===== src/rtl/core/dmpc_pkg.sv =====
`timescale 1ns / 1ps

package dmpc_pkg;

  localparam int MAX_COLUMNS = 256;
  localparam int MAX_ROWS    = 256;

  localparam int COL_W   = (MAX_COLUMNS > 1) ? $clog2(MAX_COLUMNS) : 1;
  localparam int ROW_W   = (MAX_ROWS > 1) ? $clog2(MAX_ROWS) : 1;
  localparam int CDIM_W  = $clog2(MAX_COLUMNS + 1);
  localparam int RDIM_W  = $clog2(MAX_ROWS + 1);
  localparam int DEPTH   = MAX_COLUMNS * MAX_ROWS;
  localparam int ADDR_W  = (DEPTH > 1) ? $clog2(DEPTH) : 1;

  localparam int PIX_W   = 24;
  localparam int SUM_W   = 24;
  localparam int CNT_W   = 17;
  localparam int NUM_W   = 34;          // |centre +- radius - origin|
  localparam int QUO_W   = NUM_W + 1;   // signed quotient
  localparam int DVS_W   = 17;          // pixel size (or 1) and pixel count
  localparam int DCNT_W  = $clog2(NUM_W);
  localparam int DX_W    = 40;          // grid offset from centre, signed

  // config register indexes
  localparam logic [2:0] REG_ORIGIN_X = 3'd0;
  localparam logic [2:0] REG_ORIGIN_Y = 3'd1;
  localparam logic [2:0] REG_PIX_SIZE = 3'd2;
  localparam logic [2:0] REG_WIDTH    = 3'd3;
  localparam logic [2:0] REG_HEIGHT   = 3'd4;

  typedef enum logic [2:0] {
    SEL_CLO,
    SEL_CHI,
    SEL_RLO,
    SEL_RHI,
    SEL_RED,
    SEL_GRN,
    SEL_BLU
  } div_sel_e;

  typedef struct packed {
    logic     px_write;
    logic     query_load;
    logic     div_start;
    logic     div_store;
    div_sel_e div_sel;
    logic     box_init;
    logic     px_dist;
    logic     px_test;
    logic     px_acc;
    logic     step_row;
    logic     next_col;
    logic     out_load;
  } cmd_t;

  typedef struct packed {
    logic div_done;
    logic box_empty;
    logic row_last;
    logic col_last;
    logic count_zero;
  } status_t;

endpackage


===== src/rtl/core/dmpc_ctrl.sv =====
`timescale 1ns / 1ps

module dmpc_ctrl (
  input  logic              clk_i,
  input  logic              rst_ni,
  input  logic              in_valid_i,
  output logic              in_stall_o,
  input  logic              kind_i,
  output logic              out_valid_o,
  input  logic              out_stall_i,
  input  dmpc_pkg::status_t status_i,
  output dmpc_pkg::cmd_t    cmd_o
);

  typedef enum logic [2:0] {
    ST_IDLE,
    ST_DIV_GO,
    ST_DIV_WAIT,
    ST_BOX,
    ST_DIST,
    ST_TEST,
    ST_ACC,
    ST_MEAN
  } state_e;

  state_e              state_q;
  dmpc_pkg::div_sel_e  sel_q;
  logic                out_valid_q;
  logic                fin_q;
  logic                accept;
  logic                out_free;

  assign accept   = in_valid_i && !in_stall_o;
  assign out_free = !out_valid_q || !out_stall_i;

  // fin_q: a finished result waits for the output register
  assign in_stall_o = (state_q != ST_IDLE) || fin_q;

  always_ff @(posedge clk_i or negedge rst_ni) begin
    if (!rst_ni) begin
      state_q     <= ST_IDLE;
      sel_q       <= dmpc_pkg::SEL_CLO;
      out_valid_q <= 1'b0;
      fin_q       <= 1'b0;
    end else begin
      if (fin_q && out_free) begin
        fin_q       <= 1'b0;
        out_valid_q <= 1'b1;
      end else if (out_valid_q && !out_stall_i) begin
        out_valid_q <= 1'b0;
      end
      unique case (state_q)
        ST_IDLE: begin
          if (accept && kind_i) begin
            sel_q   <= dmpc_pkg::SEL_CLO;
            state_q <= ST_DIV_GO;
          end
        end
        ST_DIV_GO: state_q <= ST_DIV_WAIT;
        ST_DIV_WAIT: begin
          if (status_i.div_done) begin
            unique case (sel_q)
              dmpc_pkg::SEL_CLO: begin
                sel_q   <= dmpc_pkg::SEL_CHI;
                state_q <= ST_DIV_GO;
              end
              dmpc_pkg::SEL_CHI: begin
                sel_q   <= dmpc_pkg::SEL_RLO;
                state_q <= ST_DIV_GO;
              end
              dmpc_pkg::SEL_RLO: begin
                sel_q   <= dmpc_pkg::SEL_RHI;
                state_q <= ST_DIV_GO;
              end
              dmpc_pkg::SEL_RHI: state_q <= ST_BOX;
              dmpc_pkg::SEL_RED: begin
                sel_q   <= dmpc_pkg::SEL_GRN;
                state_q <= ST_DIV_GO;
              end
              dmpc_pkg::SEL_GRN: begin
                sel_q   <= dmpc_pkg::SEL_BLU;
                state_q <= ST_DIV_GO;
              end
              dmpc_pkg::SEL_BLU: begin
                fin_q   <= 1'b1;
                state_q <= ST_IDLE;
              end
              default: state_q <= ST_IDLE;
            endcase
          end
        end
        ST_BOX: begin
          if (status_i.box_empty) begin
            fin_q   <= 1'b1;
            state_q <= ST_IDLE;
          end else begin
            state_q <= ST_DIST;
          end
        end
        ST_DIST: state_q <= ST_TEST;
        ST_TEST: state_q <= ST_ACC;
        ST_ACC: begin
          if (status_i.row_last && status_i.col_last) begin
            state_q <= ST_MEAN;
          end else begin
            state_q <= ST_DIST;
          end
        end
        ST_MEAN: begin
          if (status_i.count_zero) begin
            fin_q   <= 1'b1;
            state_q <= ST_IDLE;
          end else begin
            sel_q   <= dmpc_pkg::SEL_RED;
            state_q <= ST_DIV_GO;
          end
        end
        default: state_q <= ST_IDLE;
      endcase
    end
  end

  always_comb begin
    cmd_o            = '0;
    cmd_o.div_sel    = sel_q;
    cmd_o.px_write   = accept && !kind_i;
    cmd_o.query_load = accept && kind_i;
    cmd_o.out_load   = fin_q && out_free;
    unique case (state_q)
      ST_DIV_GO:   cmd_o.div_start = 1'b1;
      ST_DIV_WAIT: cmd_o.div_store = status_i.div_done;
      ST_BOX:      cmd_o.box_init  = 1'b1;
      ST_DIST:     cmd_o.px_dist   = 1'b1;
      ST_TEST:     cmd_o.px_test   = 1'b1;
      ST_ACC: begin
        cmd_o.px_acc   = 1'b1;
        cmd_o.step_row = !status_i.row_last;
        cmd_o.next_col = status_i.row_last && !status_i.col_last;
      end
      default: ;
    endcase
  end

  assign out_valid_o = out_valid_q;

endmodule


===== config.mk =====
export PLATFORM = sky130hd
export DESIGN_NAME = dmpc_ctrl
export DESIGN_NICKNAME = d
export VERILOG_FILES = /design/src/rtl/core/dmpc_pkg.sv /design/src/rtl/core/dmpc_ctrl.sv
export SDC_FILE = /design/constraint.sdc
export NUM_CORES = 1
export LEC_CHECK = 0
export ABC_AREA = 1
export BUFFER_PORTS_ARGS = -buffer_cell sky130_fd_sc_hd__buf_2
export CAP_MARGIN = 25
export CELL_PAD_IN_SITES_DETAIL_PLACEMENT = 0
export CELL_PAD_IN_SITES_GLOBAL_PLACEMENT = 2
export CORE_ASPECT_RATIO = 0.75
export CORE_UTILIZATION = 21
export CTS_CLUSTER_SIZE = 28
export DETAILED_ROUTE_END_ITERATION = 7
export PLACE_DENSITY_LB_ADDON = 0.3
export SYNTH_ARGS = -nofsm -noshare
export SYNTH_HDL_FRONTEND = slang
export SYNTH_SLANG_ARGS = --single-unit

===== constraint.sdc =====
create_clock -name clk_i -period 1.25 [get_ports clk_i]
set_input_delay 0.125 -clock clk_i [delete_from_list [all_inputs] [get_ports clk_i]]
set_output_delay 0.125 -clock clk_i [all_outputs]
set_load 0.1 [all_outputs]

; ---- After elaboration in Yosys (flattened, before gate mapping)
; Cells that the tools add are included.
[totals]
ff_bits = 8
in_bits = 10
output_inout_bits = 16
elab_cells = 70
[op_classes]
eq_ne = 17
muxes = 26
reduce_logical = 23
[op_table]
columns = cell, count
row1 = 3-bit one-hot mux with 8 select lines, 1
row2 = "3-bit equality test, second input constant", 7
row3 = 3-bit two-way mux, 7
row4 = 3-bit one-hot mux with 5 select lines, 1
row5 = 1-bit two-way mux, 13
row6 = "3-bit by 2-bit equality test with 1-bit output, second input constant", 4
row7 = 3-bit one-hot mux with 3 select lines, 1
row8 = 1-bit logical AND, 7
row9 = "3-bit by 1-bit equality test with 1-bit output, second input constant", 2
row10 = 1-bit logical NOT, 6
row11 = 3-bit logical NOT, 2
row12 = "2-bit inequality test, second input constant", 3
row13 = "6-bit by 1-bit inequality test with 1-bit output, second input constant", 1
row14 = 3-bit nonzero test, 2
row15 = 5-bit AND reduction, 1
row16 = 5-bit OR reduction, 1
row17 = 2-bit one-hot mux with 2 select lines, 1
row18 = 1-bit one-hot mux with 3 select lines, 1
row19 = 1-bit logical OR, 2
row20 = 2-bit two-way mux, 1
row21 = 2-bit AND reduction, 1
row22 = 2-bit nonzero test, 1

; ---- Logic depth before layout (Yosys ltp)
[depth]
ltp_word = 7
depth_mapped = 9
depth_no_buf = 9

; ---- Worst setup path after synthesis
; Ideal clock, no wire load.
[synth_path]
kind = flip-flop to output port
startpoint = reg state_q[0]
endpoint = out cmd_o[1] in the netlist's numbering
arrival_ns = 2.393
setup_slack_ns = -1.268
path_stages_with_launch = 6
path_cell_list = dfrtp_1 -> inv_2 -> nand3_1 -> inv_2 -> nand2_1 -> nor2_1
[synth_rtl]
columns = element, line
row1 = "start, declared", dmpc_ctrl.sv:26  ; state_e state_q;
row2 = "start signal, assigned", dmpc_ctrl.sv:41  ; state_q <= ST_IDLE;
row3 = "start signal, assigned", dmpc_ctrl.sv:56  ; state_q <= ST_DIV_GO;
row4 = "start signal, assigned", dmpc_ctrl.sv:59  ; ST_DIV_GO: state_q <= ST_DIV_WAIT;
row5 = "end, declared", dmpc_ctrl.sv:12  ; output dmpc_pkg::cmd_t cmd_o

==> impl_metrics.ini <==
[finish]
layout.cells.most_common = buf_4
layoutNonFillerInstCount = 171
layout_common_cells = buf_4, buf_12, nand2_1
area_delta_synth_final_pct = 127
drive_above_1_share_pct = 64.4
antenna_cells = 0
postLayoutCoreUtil_pct = 50.9
nets = 146
number_of_fillers_in_the_final_layout = 261

[timing]
finClkSkew_ps = 2.83
timing.final.setup_violations = 16
final_min_period_over_clock_period_pct = 121
timing.max_slew.rel_slack_pct = 86.4
timing.fmax_ghz = 0.664
tightest_slew_ps = 204
final_critical_path_setup_slack_ps = -257
timing.final.hold_violations = 0
grt_setup_unrepaired = true
timing.final.max_slew_violations = 0
post_layout_minimum_cycle_time_ps = 1510
fin_tns_setup_ps = -2460

[power]
power_frac_clock_pct = 9.1
power_density_over_cell_area_nw_per_um2 = 2740
switching_share_pct = 54.6
cellLeakagePower_nw = 0.597
ir_drop_mv = 1.45
power.sequential.fraction_pct = 12.1
cellInternalPower_mw = 1.68
netSwitchingPower_mw = 2.02
fin_total_pwr_mw = 3.69
comb_power_share_pct = 78.7

[setup_path]
timing.critical_path.cells = nor2_4 > nand4_1 > buf_6 > nor2_4 > buf_12
worst_setup_path_start_kind = flop
r2r_slack_ps = -140
slowest_stage = dfrtp_2
worst_path_most_repeated_cell = nor2_4
worst_reg_to_reg_path_cell_count = 9
critical_path.max_fanout = 3
worst_path_dominant_cell_family = flip-flops
critPathKind = flop to output port
critical_path.endpoint_type = output port
crit_arrival_ps = 1380
crit_required_ps = 1120
worst-path-buf-inv = 2
crit_cells = 5
slowest_cell_delay_on_critical_path_ps = 440

[outcome]
outcome = complete, but fails checks
failed_checks = negative setup slack

[cts]
clock-sinks = 8
htree_levels = 1
clkSlewWorstSetupHoldPaths_ps = 50
cts-buffers-inserted = 3
cts_root_buffer = clkbuf_8
tritoncts = done
clock_insertion_delay_worst_skew_ps = 230
clock_path_buffers = 2

[global_routing]
antenna_found_initial = 0
grt_pass1_wl_um = 3290
number_of_global_route_vias_before_repair = 670
largest_net_degree_at_the_start_of_global_routing = 9
grt_util_all_layers_pct = 15.1
overflow = 0

[min_path]
hold_depth = 2
hold_class = input pin to flop

[floorplanning]
io_pins = 26
rows = 16
die_height_um = 48.0
floorplan.die_area_um2 = 3040
effective_utilization_at_floorplan_pct = 22.4
chipWidth_um = 63.3
core-area_um2 = 2640

[flow_run]
drv_cap = 0

[logic_synthesis]
synthesized_netlist_cell_count = 85
syn-num-nets = 95
synth.distinct_cells = 20
synthesis.area_um2 = 592
synth.avg_cell_area_um2 = 6.96
synth_sequential_area_ratio_pct = 33.8
ys_ff_latch = 8
ys_warn_count = 0

[placed_design]
gp_congestion = 0.804
dp_hpwl_um = 1620
placedCellCount = 159
numPortBuffers = 25

[route]
routed_wirelength_um = 2030
via_count_of_the_routed_design = 755
wl_per_cell_um = 11.8
final_antenna_net_count = 0
route.detailed.drc = 0
vias_per_cell = 4.42
drt_pass1_iterations = 4
violation_count_after_the_first_detailed_route_iteration = 27
==> power groups by stage <==
stage / Combinational [mW] / Sequential, mW / Clock, mW
floorplan: 1.40 / 0.738 / 0
global placement: 2.65 / 0.443 / 0
detailed placement: 2.66 / 0.444 / 0
CTS: 2.80 / 0.444 / 0.340
global route: 3.06 / 0.459 / 0.368
finish: 2.91 / 0.448 / 0.337
==> sequential cells by signal (all words and copies together), names as in the netlist <==
name         count
out_valid_o      1
fin_q            1
sel_q            3
state_q          3
==> area by class of cell <==
type                       count  area, um2  share of cell area [%]
timing repair buffer          47        541                    40.1
multi-input combinational     62        435                    32.3
sequential                     8        210                    15.6
clock buffer                   4       45.0                    3.35
tap                           36       45.0                    3.35
inverter                      14       70.1                    5.20
==> metrics by stage <==
step	hold WS, ps	worst slack (ps)	area, um2
after floorplan	-171	-361	693
after global placement	-14.7	-69.3	1200
after detailed placement	-14.3	-74.6	1200
after CTS	93.6	-220	1310
after global routing	96.2	-304	1350
final	95.5	-257	1350
==> worst register-to-register path, delay by kind of cell, from the launching register on <==
| kind | cells | cell delay [ps] |
|---|---|---|
| AND/OR/NAND/NOR | 8 | 710 |
| flip-flops | 1 | 440 |
| buffers and inverters | 1 | 120 |
==> path summary, 6_finish.rpt <==
check,start,endpoint
min reg2reg,fin_q,fin_q
max reg2reg,state_q[0],sel_q[2]
max,state_q[0],cmd_o[12]
min,status_i[3],state_q[2]
min in group asynchronous,rst_ni,state_q[1]
max in group asynchronous,rst_ni,out_valid_o
==> repair_timing <==
item | CTS | global route
endpoints found under the setup margin | 15 | 18
gates resized for setup | 6 | 7
hold buffers | 1 | 0
pin swaps | 6 | 3
endpoints found under the hold margin | 8 | 0
setup buffers | 5 | 2
==> cells in the mapped netlist <==
master,count,area [um2]
buf_6,1,11.3
o21ai_0,3,15.0
nor3_1,2,10.0
o21ai_1,1,5.00
nand2_1,16,60.1
o211ai_1,1,7.51
nand4_1,3,18.8
inv_2,4,15.0
o21ai_4,1,16.3
a21oi_1,2,10.0
nand3_1,9,45.0
nor2_1,14,52.6
o31ai_1,1,7.51
nand3_4,1,17.5
nor2_2,1,6.26
nor2_4,2,22.5
o21a_1,2,15.0
inv_1,10,37.5
nand2_2,3,18.8
dfrtp_1,8,200
==> per-layer routing <==
layer | global-route usage, % | part of all wire, % | routed length (um) | vias up
met5 | 0 | 0 | 0 | -
met4 | 2.73 | 0.30 | 6 | 0
met3 | 5.71 | 6.5 | 131 | 2
met2 | 21.7 | 44 | 893 | 20
met1 | 21.6 | 49 | 994 | 352
li1 | - | - | - | 381
==> logic make-up (layout without fill, tap and decap cells) <==
group / count (synthesis) / in the layout / synth area share (%)
compound gates: 11 / 11 / 12.9
buf+inv: 15 / 65 / 10.8
flops: 8 / 8 / 33.8
simple gates: 51 / 51 / 42.5
Note: power is estimated with default switching activity, not from simulation.
